File: config.mk
export PLATFORM = sky130hd
export DESIGN_NAME = fifo_queue_with_search_unit
export DESIGN_NICKNAME = d
export VERILOG_FILES = /design/src/fqs_pkg.sv /design/src/fqs_ctrl.sv /design/src/fqs_datapath.sv /design/src/fifo_queue_with_search_unit.sv
export SDC_FILE = /design/constraint.sdc
export NUM_CORES = 1
export LEC_CHECK = 0
export ABC_AREA = 1
export BUFFER_PORTS_ARGS = -buffer_cell sky130_fd_sc_hd__buf_2
export CAP_MARGIN = 15
export CORE_MARGIN = 5
export CORE_UTILIZATION = 60
export DETAILED_ROUTE_END_ITERATION = 7
export PLACE_DENSITY = 0.79
export SLEW_MARGIN = 20
export SYNTH_ARGS = -nofsm -noshare
export SYNTH_HDL_FRONTEND = slang
export SYNTH_HIERARCHICAL = 1
export SYNTH_SLANG_ARGS = --single-unit
File: constraint.sdc
create_clock -name clock -period 3.7 [get_ports clock]
set_clock_uncertainty 0.1 [all_clocks]
set_input_delay 0.37 -clock clock [delete_from_list [all_inputs] [get_ports clock]]
set_output_delay 0.37 -clock clock [all_outputs]
set_load 0.02 [all_outputs]
File: src/fqs_pkg.sv
// ----------------------------------------------------------------------------
// fqs_pkg
// Shared sizes, codes, command and status types and helper functions for the
// FIFO queue with key search.
// ----------------------------------------------------------------------------
package fqs_pkg;

   localparam int DEPTH      = 16;
   localparam int DATA_WIDTH = 32;

   localparam int IDX_W    = $clog2(DEPTH);
   localparam int CNT_W    = $clog2(DEPTH + 1);
   localparam int OP_W     = 2;
   localparam int STATUS_W = 2;
   localparam int VALUE_W  = 32;
   localparam int AGE_W    = 4;

   localparam logic [OP_W-1:0] OP_ENQ    = 2'd0;
   localparam logic [OP_W-1:0] OP_DEQ    = 2'd1;
   localparam logic [OP_W-1:0] OP_SEARCH = 2'd2;

   localparam logic [STATUS_W-1:0] ST_OK       = 2'd0;
   localparam logic [STATUS_W-1:0] ST_EMPTY    = 2'd1;
   localparam logic [STATUS_W-1:0] ST_FULL     = 2'd2;
   localparam logic [STATUS_W-1:0] ST_NOTFOUND = 2'd3;

   typedef enum logic [2:0] {
      RES_NONE,
      RES_OK,
      RES_EMPTY,
      RES_FULL,
      RES_NOTFOUND,
      RES_DEQ,
      RES_FOUND
   } res_sel_type;

   typedef struct packed {
      logic        take;
      logic        enq_write;
      logic        read_oldest;
      logic        scan_start;
      logic        scan_step;
      res_sel_type result;
   } dp_cmd_type;

   typedef struct packed {
      logic full;
      logic empty;
      logic hit;
      logic scan_last;
   } dp_stat_type;

   function automatic logic [IDX_W-1:0] idx_next(input logic [IDX_W-1:0] i);
      logic [IDX_W-1:0] r;
      if (i == IDX_W'(DEPTH - 1)) begin
         r = '0;
      end else begin
         r = i + IDX_W'(1);
      end
      return r;
   endfunction

   function automatic logic [IDX_W-1:0] idx_prev(input logic [IDX_W-1:0] i);
      logic [IDX_W-1:0] r;
      if (i == '0) begin
         r = IDX_W'(DEPTH - 1);
      end else begin
         r = i - IDX_W'(1);
      end
      return r;
   endfunction

   function automatic logic [DATA_WIDTH-1:0] fit_data(input logic [VALUE_W-1:0] v);
      logic [DATA_WIDTH+VALUE_W-1:0] t;
      t = {{DATA_WIDTH{1'b0}}, v};
      return t[DATA_WIDTH-1:0];
   endfunction

   function automatic logic [VALUE_W-1:0] data_to_value(input logic [DATA_WIDTH-1:0] d);
      logic [DATA_WIDTH+VALUE_W-1:0] t;
      t = {{VALUE_W{1'b0}}, d};
      return t[VALUE_W-1:0];
   endfunction

endpackage

File: src/fqs_ctrl.sv
// ----------------------------------------------------------------------------
// fqs_ctrl
// Command sequencer: takes one item at a time, steps dequeue and search
// through the datapath and owns the result valid flag.
// ----------------------------------------------------------------------------
module fqs_ctrl
   import fqs_pkg::*;
(
   input  logic            clock,
   input  logic            reset,
   input  logic            req_valid,
   output logic            req_ready,
   input  logic [OP_W-1:0] req_opcode,
   output logic            rsp_valid,
   input  logic            rsp_ready,
   input  dp_stat_type     stat,
   output dp_cmd_type      cmd
);

   typedef enum logic [1:0] {
      S_IDLE,
      S_DEQ,
      S_SEARCH
   } state_type;

   state_type state_ff, state_in;
   logic      rsp_valid_ff, rsp_valid_in;
   logic      accept;

   assign req_ready = (state_ff == S_IDLE) && (!rsp_valid_ff || rsp_ready);
   assign accept    = req_valid && req_ready;
   assign rsp_valid = rsp_valid_ff;

   always_comb begin
      cmd.take        = 1'b0;
      cmd.enq_write   = 1'b0;
      cmd.read_oldest = 1'b0;
      cmd.scan_start  = 1'b0;
      cmd.scan_step   = 1'b0;
      cmd.result      = RES_NONE;
      state_in        = state_ff;
      unique case (state_ff)
         S_IDLE: begin
            if (accept) begin
               cmd.take = 1'b1;
               unique case (req_opcode)
                  OP_ENQ: begin
                     if (stat.full) begin
                        cmd.result = RES_FULL;
                     end else begin
                        cmd.enq_write = 1'b1;
                        cmd.result    = RES_OK;
                     end
                  end
                  OP_DEQ: begin
                     if (stat.empty) begin
                        cmd.result = RES_EMPTY;
                     end else begin
                        cmd.read_oldest = 1'b1;
                        state_in        = S_DEQ;
                     end
                  end
                  OP_SEARCH: begin
                     if (stat.empty) begin
                        cmd.result = RES_NOTFOUND;
                     end else begin
                        cmd.scan_start = 1'b1;
                        state_in       = S_SEARCH;
                     end
                  end
                  default: begin
                     cmd.result = RES_OK;
                  end
               endcase
            end
         end
         S_DEQ: begin
            cmd.result = RES_DEQ;
            state_in   = S_IDLE;
         end
         S_SEARCH: begin
            priority if (stat.hit) begin
               cmd.result = RES_FOUND;
               state_in   = S_IDLE;
            end else if (stat.scan_last) begin
               cmd.result = RES_NOTFOUND;
               state_in   = S_IDLE;
            end else begin
               cmd.scan_step = 1'b1;
            end
         end
         default: begin
            state_in = S_IDLE;
         end
      endcase
   end

   always_comb begin
      rsp_valid_in = rsp_valid_ff;
      if (cmd.result != RES_NONE) begin
         rsp_valid_in = 1'b1;
      end else if (rsp_ready) begin
         rsp_valid_in = 1'b0;
      end
   end

   always_ff @(posedge clock) begin
      if (reset) begin
         state_ff     <= S_IDLE;
         rsp_valid_ff <= 1'b0;
      end else begin
         state_ff     <= state_in;
         rsp_valid_ff <= rsp_valid_in;
      end
   end

endmodule

File: src/fqs_datapath.sv
// ----------------------------------------------------------------------------
// fqs_datapath
// Entry memory, ring pointers, entry count, search scan registers and the
// result register.
// ----------------------------------------------------------------------------
module fqs_datapath
   import fqs_pkg::*;
(
   input  logic                       clock,
   input  logic                       reset,
   input  dp_cmd_type                 cmd,
   output dp_stat_type                stat,
   input  logic signed [VALUE_W-1:0]  req_enq_value,
   input  logic signed [VALUE_W-1:0]  req_search_key,
   output logic [STATUS_W-1:0]        rsp_status,
   output logic signed [VALUE_W-1:0]  rsp_out_value,
   output logic [AGE_W-1:0]           rsp_match_age
);

   logic [DATA_WIDTH-1:0] mem [DEPTH];

   logic [IDX_W-1:0]      oldest_ff, oldest_in;
   logic [IDX_W-1:0]      next_free_ff, next_free_in;
   logic [CNT_W-1:0]      count_ff, count_in;
   logic [IDX_W-1:0]      scan_addr_ff, scan_addr_in;
   logic [IDX_W-1:0]      scan_age_ff, scan_age_in;
   logic [DATA_WIDTH-1:0] key_ff;
   logic [DATA_WIDTH-1:0] rd_data_ff;
   logic [IDX_W-1:0]      rd_addr;
   logic [IDX_W+AGE_W-1:0] age_ext;

   logic [STATUS_W-1:0]   status_ff;
   logic [VALUE_W-1:0]    value_ff;
   logic [AGE_W-1:0]      age_ff;

   assign stat.full      = (count_ff == CNT_W'(DEPTH));
   assign stat.empty     = (count_ff == '0);
   assign stat.hit       = (rd_data_ff == key_ff);
   assign stat.scan_last = ((CNT_W'(scan_age_ff) + CNT_W'(1)) == count_ff);

   assign age_ext = {{AGE_W{1'b0}}, scan_age_ff};

   always_comb begin
      priority if (cmd.read_oldest) begin
         rd_addr = oldest_ff;
      end else if (cmd.scan_start) begin
         rd_addr = idx_prev(next_free_ff);
      end else begin
         rd_addr = idx_prev(scan_addr_ff);
      end
   end

   always_comb begin
      oldest_in    = oldest_ff;
      next_free_in = next_free_ff;
      count_in     = count_ff;
      scan_addr_in = scan_addr_ff;
      scan_age_in  = scan_age_ff;
      if (cmd.enq_write) begin
         next_free_in = idx_next(next_free_ff);
         count_in     = count_ff + CNT_W'(1);
      end
      if (cmd.result == RES_DEQ) begin
         oldest_in = idx_next(oldest_ff);
         count_in  = count_ff - CNT_W'(1);
      end
      if (cmd.scan_start) begin
         scan_addr_in = rd_addr;
         scan_age_in  = '0;
      end else if (cmd.scan_step) begin
         scan_addr_in = rd_addr;
         scan_age_in  = scan_age_ff + IDX_W'(1);
      end
   end

   always_ff @(posedge clock) begin
      if (cmd.enq_write) begin
         mem[next_free_ff] <= fit_data(req_enq_value);
      end
      rd_data_ff <= mem[rd_addr];
   end

   always_ff @(posedge clock) begin
      if (reset) begin
         oldest_ff    <= '0;
         next_free_ff <= '0;
         count_ff     <= '0;
      end else begin
         oldest_ff    <= oldest_in;
         next_free_ff <= next_free_in;
         count_ff     <= count_in;
      end
   end

   always_ff @(posedge clock) begin
      scan_addr_ff <= scan_addr_in;
      scan_age_ff  <= scan_age_in;
      if (cmd.take) begin
         key_ff <= fit_data(req_search_key);
      end
   end

   always_ff @(posedge clock) begin
      unique case (cmd.result)
         RES_NONE: begin
         end
         RES_OK: begin
            status_ff <= ST_OK;
            value_ff  <= '0;
            age_ff    <= '0;
         end
         RES_EMPTY: begin
            status_ff <= ST_EMPTY;
            value_ff  <= '0;
            age_ff    <= '0;
         end
         RES_FULL: begin
            status_ff <= ST_FULL;
            value_ff  <= '0;
            age_ff    <= '0;
         end
         RES_NOTFOUND: begin
            status_ff <= ST_NOTFOUND;
            value_ff  <= '0;
            age_ff    <= '0;
         end
         RES_DEQ: begin
            status_ff <= ST_OK;
            value_ff  <= data_to_value(rd_data_ff);
            age_ff    <= '0;
         end
         RES_FOUND: begin
            status_ff <= ST_OK;
            value_ff  <= '0;
            age_ff    <= age_ext[AGE_W-1:0];
         end
         default: begin
         end
      endcase
   end

   assign rsp_status    = status_ff;
   assign rsp_out_value = value_ff;
   assign rsp_match_age = age_ff;

endmodule

File: src/fifo_queue_with_search_unit.sv
// ----------------------------------------------------------------------------
// fifo_queue_with_search_unit
// Bounded FIFO of data words with enqueue, dequeue and newest-first key search.
// ----------------------------------------------------------------------------
// One item is processed at a time; the next item is accepted once the result
// register is free or being taken. Enqueue, refused commands (full, empty,
// search on an empty queue) and the unused opcode go straight to the result
// register. Dequeue reads the oldest entry, then stores it there. Search ends
// at the first match or after the oldest entry: the entry memory has one
// registered read port and the scan reads one entry per cycle, newest first.
module fifo_queue_with_search_unit
   import fqs_pkg::*;
(
   input  logic                      clock,
   input  logic                      reset,
   input  logic                      req_valid,
   output logic                      req_ready,
   input  logic [OP_W-1:0]           req_opcode,
   input  logic signed [VALUE_W-1:0] req_enq_value,
   input  logic signed [VALUE_W-1:0] req_search_key,
   output logic                      rsp_valid,
   input  logic                      rsp_ready,
   output logic [STATUS_W-1:0]       rsp_status,
   output logic signed [VALUE_W-1:0] rsp_out_value,
   output logic [AGE_W-1:0]          rsp_match_age
);

   dp_cmd_type  cmd;
   dp_stat_type stat;

   fqs_ctrl u_ctrl (
      .clock      (clock),
      .reset      (reset),
      .req_valid  (req_valid),
      .req_ready  (req_ready),
      .req_opcode (req_opcode),
      .rsp_valid  (rsp_valid),
      .rsp_ready  (rsp_ready),
      .stat       (stat),
      .cmd        (cmd)
   );

   fqs_datapath u_datapath (
      .clock          (clock),
      .reset          (reset),
      .cmd            (cmd),
      .stat           (stat),
      .req_enq_value  (req_enq_value),
      .req_search_key (req_search_key),
      .rsp_status     (rsp_status),
      .rsp_out_value  (rsp_out_value),
      .rsp_match_age  (rsp_match_age)
   );

endmodule

After elaboration in Yosys (flattened, before gate mapping). Memory sizes are Yosys's and may differ from the RTL's. A register that Yosys moved wholly into a read port is not among the register bits. Index checks and enable logic that the tools add are counted.

Latch bits: 0. RAM bits: 512. Memory bits (read-only): 0. Memories kept: 1. Bits in registers: 94.

Reduce and logical (&&, ||, !) cells: 20. Equal/unequal tests: 20. Order comparisons: 0. Bitwise gates (word level): 0. Shift-type cells: 0. $add $sub $neg: 8. Multipliers: 0. Mux-type cells: 42. Divide/modulo/power cells: 0.

Memories: u_datapath.mem (words 16, width 32, read ports 1, clocked after Yosys merged registers in 1, wr ports 1, RTL line fqs_datapath.sv:20) `logic [DATA_WIDTH-1:0] mem [DEPTH];`.

Operator list (number): $pmux 32 s2 (1); $mux 4 (10); $eq 32x32->1 (1); $pmux 3 s3 (2); $mux 2 (7); $add 4x1->4 const B (3); $mux 1 (12); $mux 3 (4); $ne 3x3->1 const B (4); $mux 5 (2); $reduce_bool 2->1 (5); $reduce_or 5->1 (2); $eq 3x3->1 const B (3); $eq 4x4->1 const B (2); $logic_not 4->1 (2); $pmux 2 s2 (2); $pmux 2 s4 (1); $pmux 4 s2 (1); $sub 4x1->4 const B (2); $eq 3x2->1 const B (2); $add 4x1->5 const B (1); $add 5x1->5 const B (1); $eq 5x5->1 (1); $eq 5x5->1 const B (1); other kinds (14) (18).

Depth between registers and ports, before layout.
Depth in word-level cells: 10. Gate-level depth with buffers: 21. Gate-level depth less buffers: 21.

By module. Netlist, hierarchy kept.

Modules (own cells, without submodules): fqs_datapath (area each 27313.7 µm², instances 1, seq. area each 18577.8 µm², cells each 2505); fqs_ctrl (area each 341.6 µm², instances 1, seq. area each 60.1 µm², cells each 57).

Worst setup path before layout. Ideal clock, no wire load.

Kind: register to register. Start: register u_ctrl.rsp_valid_ff (netlist: u_ctrl/rsp_valid). End: memory u_datapath.mem[15][0], enable pin. Setup time: 0.423 ns. Path buffers: 0. Path slack: 0.337 ns. Arrival time: 2.840 ns. Clock period less this slack: 3.363 ns. Cell stages (with the launch flop): 8. Cells stage by stage: dfxtp_1 -> nand2_1 -> nand3_4 -> inv_4 -> nand2_1 -> nor2_1 -> nand2_1 -> nor2_1.

RTL lines: start: declaration (RTL line fqs_ctrl.sv:27) `logic rsp_valid_ff, rsp_valid_in;`; start signal: assignment (RTL line fqs_ctrl.sv:113) `rsp_valid_ff <= rsp_valid_in;`; end: declaration (RTL line fqs_datapath.sv:20).

==> results.md <==
* Post-CTS Setup Bufs at 0
* Total Wirelength at between 60000 and 70000 um
* DRC violations left at 0
* Min-delay src: req_enq_value[22]
* Gr usage total at between 20% and 30%
* R2R Setup Slk at between 0.2 and 0.3 ns
* Worst hold path endpoint: u_datapath/mem[7][22]$_DFFE_PP_
* Critical path type: reg -> reg
* Port bufs at around 110
* H-tree lvl count at 3
* Max_slew headroom at around 45%
* Clk sinks at 638
* Wl on met1 at between 20000 and 30000 um
* Core ar. at 0.0455 sq mm
* Most used cell, CP: nand3_1
* Kind of cell adding the most delay to the critical path: simple AND/OR/NAND/NOR gates
* CP Max Fanout at approximately 120
* Post-synth top area cell: edfxtp_1
* Die height at between 200 and 250 um
* Clk slew on worst S/H paths at about 0.060 ns
* Die W at 225 um
* Final Hold Viols at 0
* Final core utilization at 69.7%
* Met3 WL at ~8300 um
* LEAKAGE at between 10 and 15 nW
* Unique masters post-synth at 38
* Post-Syn Area per Cell at 10.8 sq um
* Synth top area cells: edfxtp_1 64%, nand3_1 11%, inv_1 6.9%
* RePlAce Congestion at 0.859
* Mapped Area at 0.0277 sq mm
* WL met2 at roughly 33000 um
* First-pass GRT wire length at roughly 110000 um
* Vias in the first global route at around 19k
* Share of cells above drive strength 1 at a little over a tenth
* Post-DR wirelength/cell at between 20 and 25 um
* Net count after synthesis at about 2.6k
* Max Root-Sink Buffers at 3
* Largest net degree at the start of global routing at 158
* CP startpoint kind: flop
* RSZ-0062 raised after global routing: false
* Skew-Pair Late Insertion Delay at 0.58 ns
* Slowest cell on crit path: buf_12
* Total Die Area at between 0.05 and 0.06 sq mm
* TritonRoute pass-1 iters at 8
* Cell depth of the worst setup path at 16
* Setup tns final at 0 ns
* Initial antenna violation count at 10
* Crit path cell chain: inv_1, nand4_1, nor2_1, inv_1, nand3_1, inv_1, nor2_1, nand2_1, nand3_4, buf_12, buf_4, nand3_1, nand3_1, nand3_1, nand3_1, nand2_1
* Hold Path Class: in -> reg
* Initial DRC Count at between 2k and 2.5k
* R2R depth at 16
* #FFs+latches synth at 638
* Worst Path Buf+Inv at 5
* Top-area cell type share of the netlist area at 63.6%
* Root Driver: clkbuf_16
* Via density per instance at around 5.8
* VDD IR max at between 500 and 600 uV
* Area grow syn2layout at 14.6%
* DP Wirelength at roughly 38000 um
* CTS tree: done
* Pins Over Slew Limit at 0
* Crit share post-route at 92.4%
* Hold depth at 1
* DR top layer: met5
* Pwr dens at around 550 mW/mm^2
* Worst reg2reg path startpoint: u_datapath/count_ff[0]$_SDFFE_PP0P_
* Sequential-to-total area share from yosys stat at about two thirds
* CTS buffer count at 66
* Routed Antenna Nets at 0
* Nets@finish at between 2k and 3k
* Outcome: complete, no violations
* Ports at 110
* Arrival @ worst endpoint at around 3.8 ns
* Gr ovfl total at 0
* Gate count after technology mapping at approximately 2.6k
* Crit path capture type: flop
* Slew of the pin with the lowest slew margin at slightly above 0.8 ns
* R2R Path End: u_datapath/rd_data_ff[27]$_DFF_P_
* Initial Utilization at 60.8%
* Max-cap viol count at 0
* Final setup viols at 0
* Req. time, crit path at between 4 and 5 ns
* Slowest stage delay, CP at between 0.3 and 0.4 ns
* Fin crit period at 3.42 ns
* Yosys warns at 6
* Vias post-DR at approximately 19k
* Num rows at between 70 and 80
* FMAX at 0.292 GHz
## layout make-up
cell class	instances	area, sq um
flip-flops and latches	638	18600
fillers	3026	13800
multi-input cells	1283	6650
inverters	510	1920
clock buffers	89	1880
repair buffers	199	1570
well taps	600	751
clock inverters	26	277
diodes	4	10.0
## routing by layer
layer,vias up,global-route usage (%)
met4,4,11.5
met2,1293,43.8
met3,211,5.73
met5,-,0
met1,9164,35.9
li1,8816,-
## worst max path at each step
stage	start	endpoint
finish	u_datapath/count_ff[0]$_SDFFE_PP0P_	u_datapath/rd_data_ff[27]$_DFF_P_
global route	u_datapath/key_ff[16]$_DFFE_PP_	u_datapath/count_ff[4]$_SDFFE_PP0P_
CTS	u_datapath/key_ff[16]$_DFFE_PP_	u_datapath/count_ff[4]$_SDFFE_PP0P_
detailed placement	u_datapath/key_ff[24]$_DFFE_PP_	u_datapath/count_ff[4]$_SDFFE_PP0P_
global placement	u_datapath/key_ff[24]$_DFFE_PP_	u_datapath/count_ff[4]$_SDFFE_PP0P_
floorplan	u_ctrl/rsp_valid$_SDFFE_PP0P_	u_datapath/mem[15][0]$_DFFE_PP_
## stage by stage
stage               std cells  hold slack, ns  worst slack (ns)  power, mW  instance area (sq um)
floorplan                2562           0.339             0.337       10.1                  27700
global placement         3197           0.381             0.375       10.8                  29200
detailed placement       3197           0.398             0.224       10.9                  29200
CTS                      3345          0.0314            0.0813       17.5                  31700
global route             3348          0.0403            0.0322       18.1                  31700
finish                   3349          0.0535             0.281       17.5                  31700
## timing repair
item,CTS,global route
endpoints found under the hold margin,33,0
resized for setup,0,10
endpoints found under the setup margin,0,2
hold buffers,33,0
## placed cells by master (no fill, tap or decap), drive strengths merged
| master | netlist | final |
|---|---|---|
| a31oi | 1 | 1 |
| or2 | 5 | 5 |
| a21oi | 16 | 16 |
| clkbuf | 47 | 89 |
| nor2 | 86 | 86 |
| xnor2 | 19 | 19 |
| ha | 16 | 16 |
| xor2 | 15 | 15 |
| a22oi | 1 | 1 |
| a211oi | 1 | 1 |
| edfxtp | 586 | 586 |
| o21a | 1 | 1 |
| fa | 1 | 1 |
| clkinv | 0 | 18 |
| dfxtp | 52 | 52 |
| nand4 | 5 | 5 |
| nor4 | 3 | 3 |
| o22ai | 4 | 4 |
| nand3b | 98 | 98 |
| o211ai | 1 | 1 |
| o31ai | 1 | 1 |
| bufinv | 0 | 6 |
| diode | 0 | 4 |
| dlygate4sd3 | 0 | 33 |
| o2111a | 1 | 1 |
| buf | 84 | 166 |
| o21ai | 18 | 18 |
| nand3 | 630 | 630 |
| nor3 | 8 | 8 |
| inv | 510 | 512 |
| nand2 | 352 | 352 |
## report_power, final
group / internal [mW] / switching (mW) / leakage (nW)
Clock: 3.98 / 2.63 / 1.06
Sequential: 8.25 / 0.166 / 5.75
Combinational: 0.771 / 1.73 / 6.40
Total: 13.0 / 4.53 / 13.2
## registers in the layout (all words and copies together) (netlist names), 5 cells and up
| name | cells |
|---|---|
| u_datapath/mem | 512 |
| u_datapath/key_ff | 32 |
| u_datapath/rd_data_ff | 32 |
| u_datapath/rsp_out_value | 32 |
| u_datapath/count_ff | 5 |
## cells by family after synthesis
logic type                 Yosys count  synth area share (%)
AOI/OAI and AO/OA                   45                 0.905
xor gates and xnor gates            34                  1.08
adders and majority gates           17                 0.796
buffers and inverters              641                  9.22
DFF                                638                  67.4
and+or+nand+nor                   1187                  20.6
## worst register-to-register path, delay by kind of cell (launching register included)
family | cells | cell delay [ns]
buffers and inverters | 5 | 1.36
DFF | 1 | 0.34
and+or+nand+nor | 11 | 1.51
## cells in the mapped netlist, drive strengths merged
master / instances
a21oi: 16
a31oi: 1
inv: 510
edfxtp: 586
nor3: 8
nand4: 5
fa: 1
nor2: 86
a211oi: 1
buf: 84
nand2: 352
nand3: 630
ha: 16
nand3b: 98
o21ai: 18
o22ai: 4
o31ai: 1
a22oi: 1
xnor2: 19
nor4: 3
o21a: 1
clkbuf: 47
xor2: 15
or2: 5
o2111a: 1
o211ai: 1
dfxtp: 52
No activity file was read; power rests on OpenSTA's default activity.
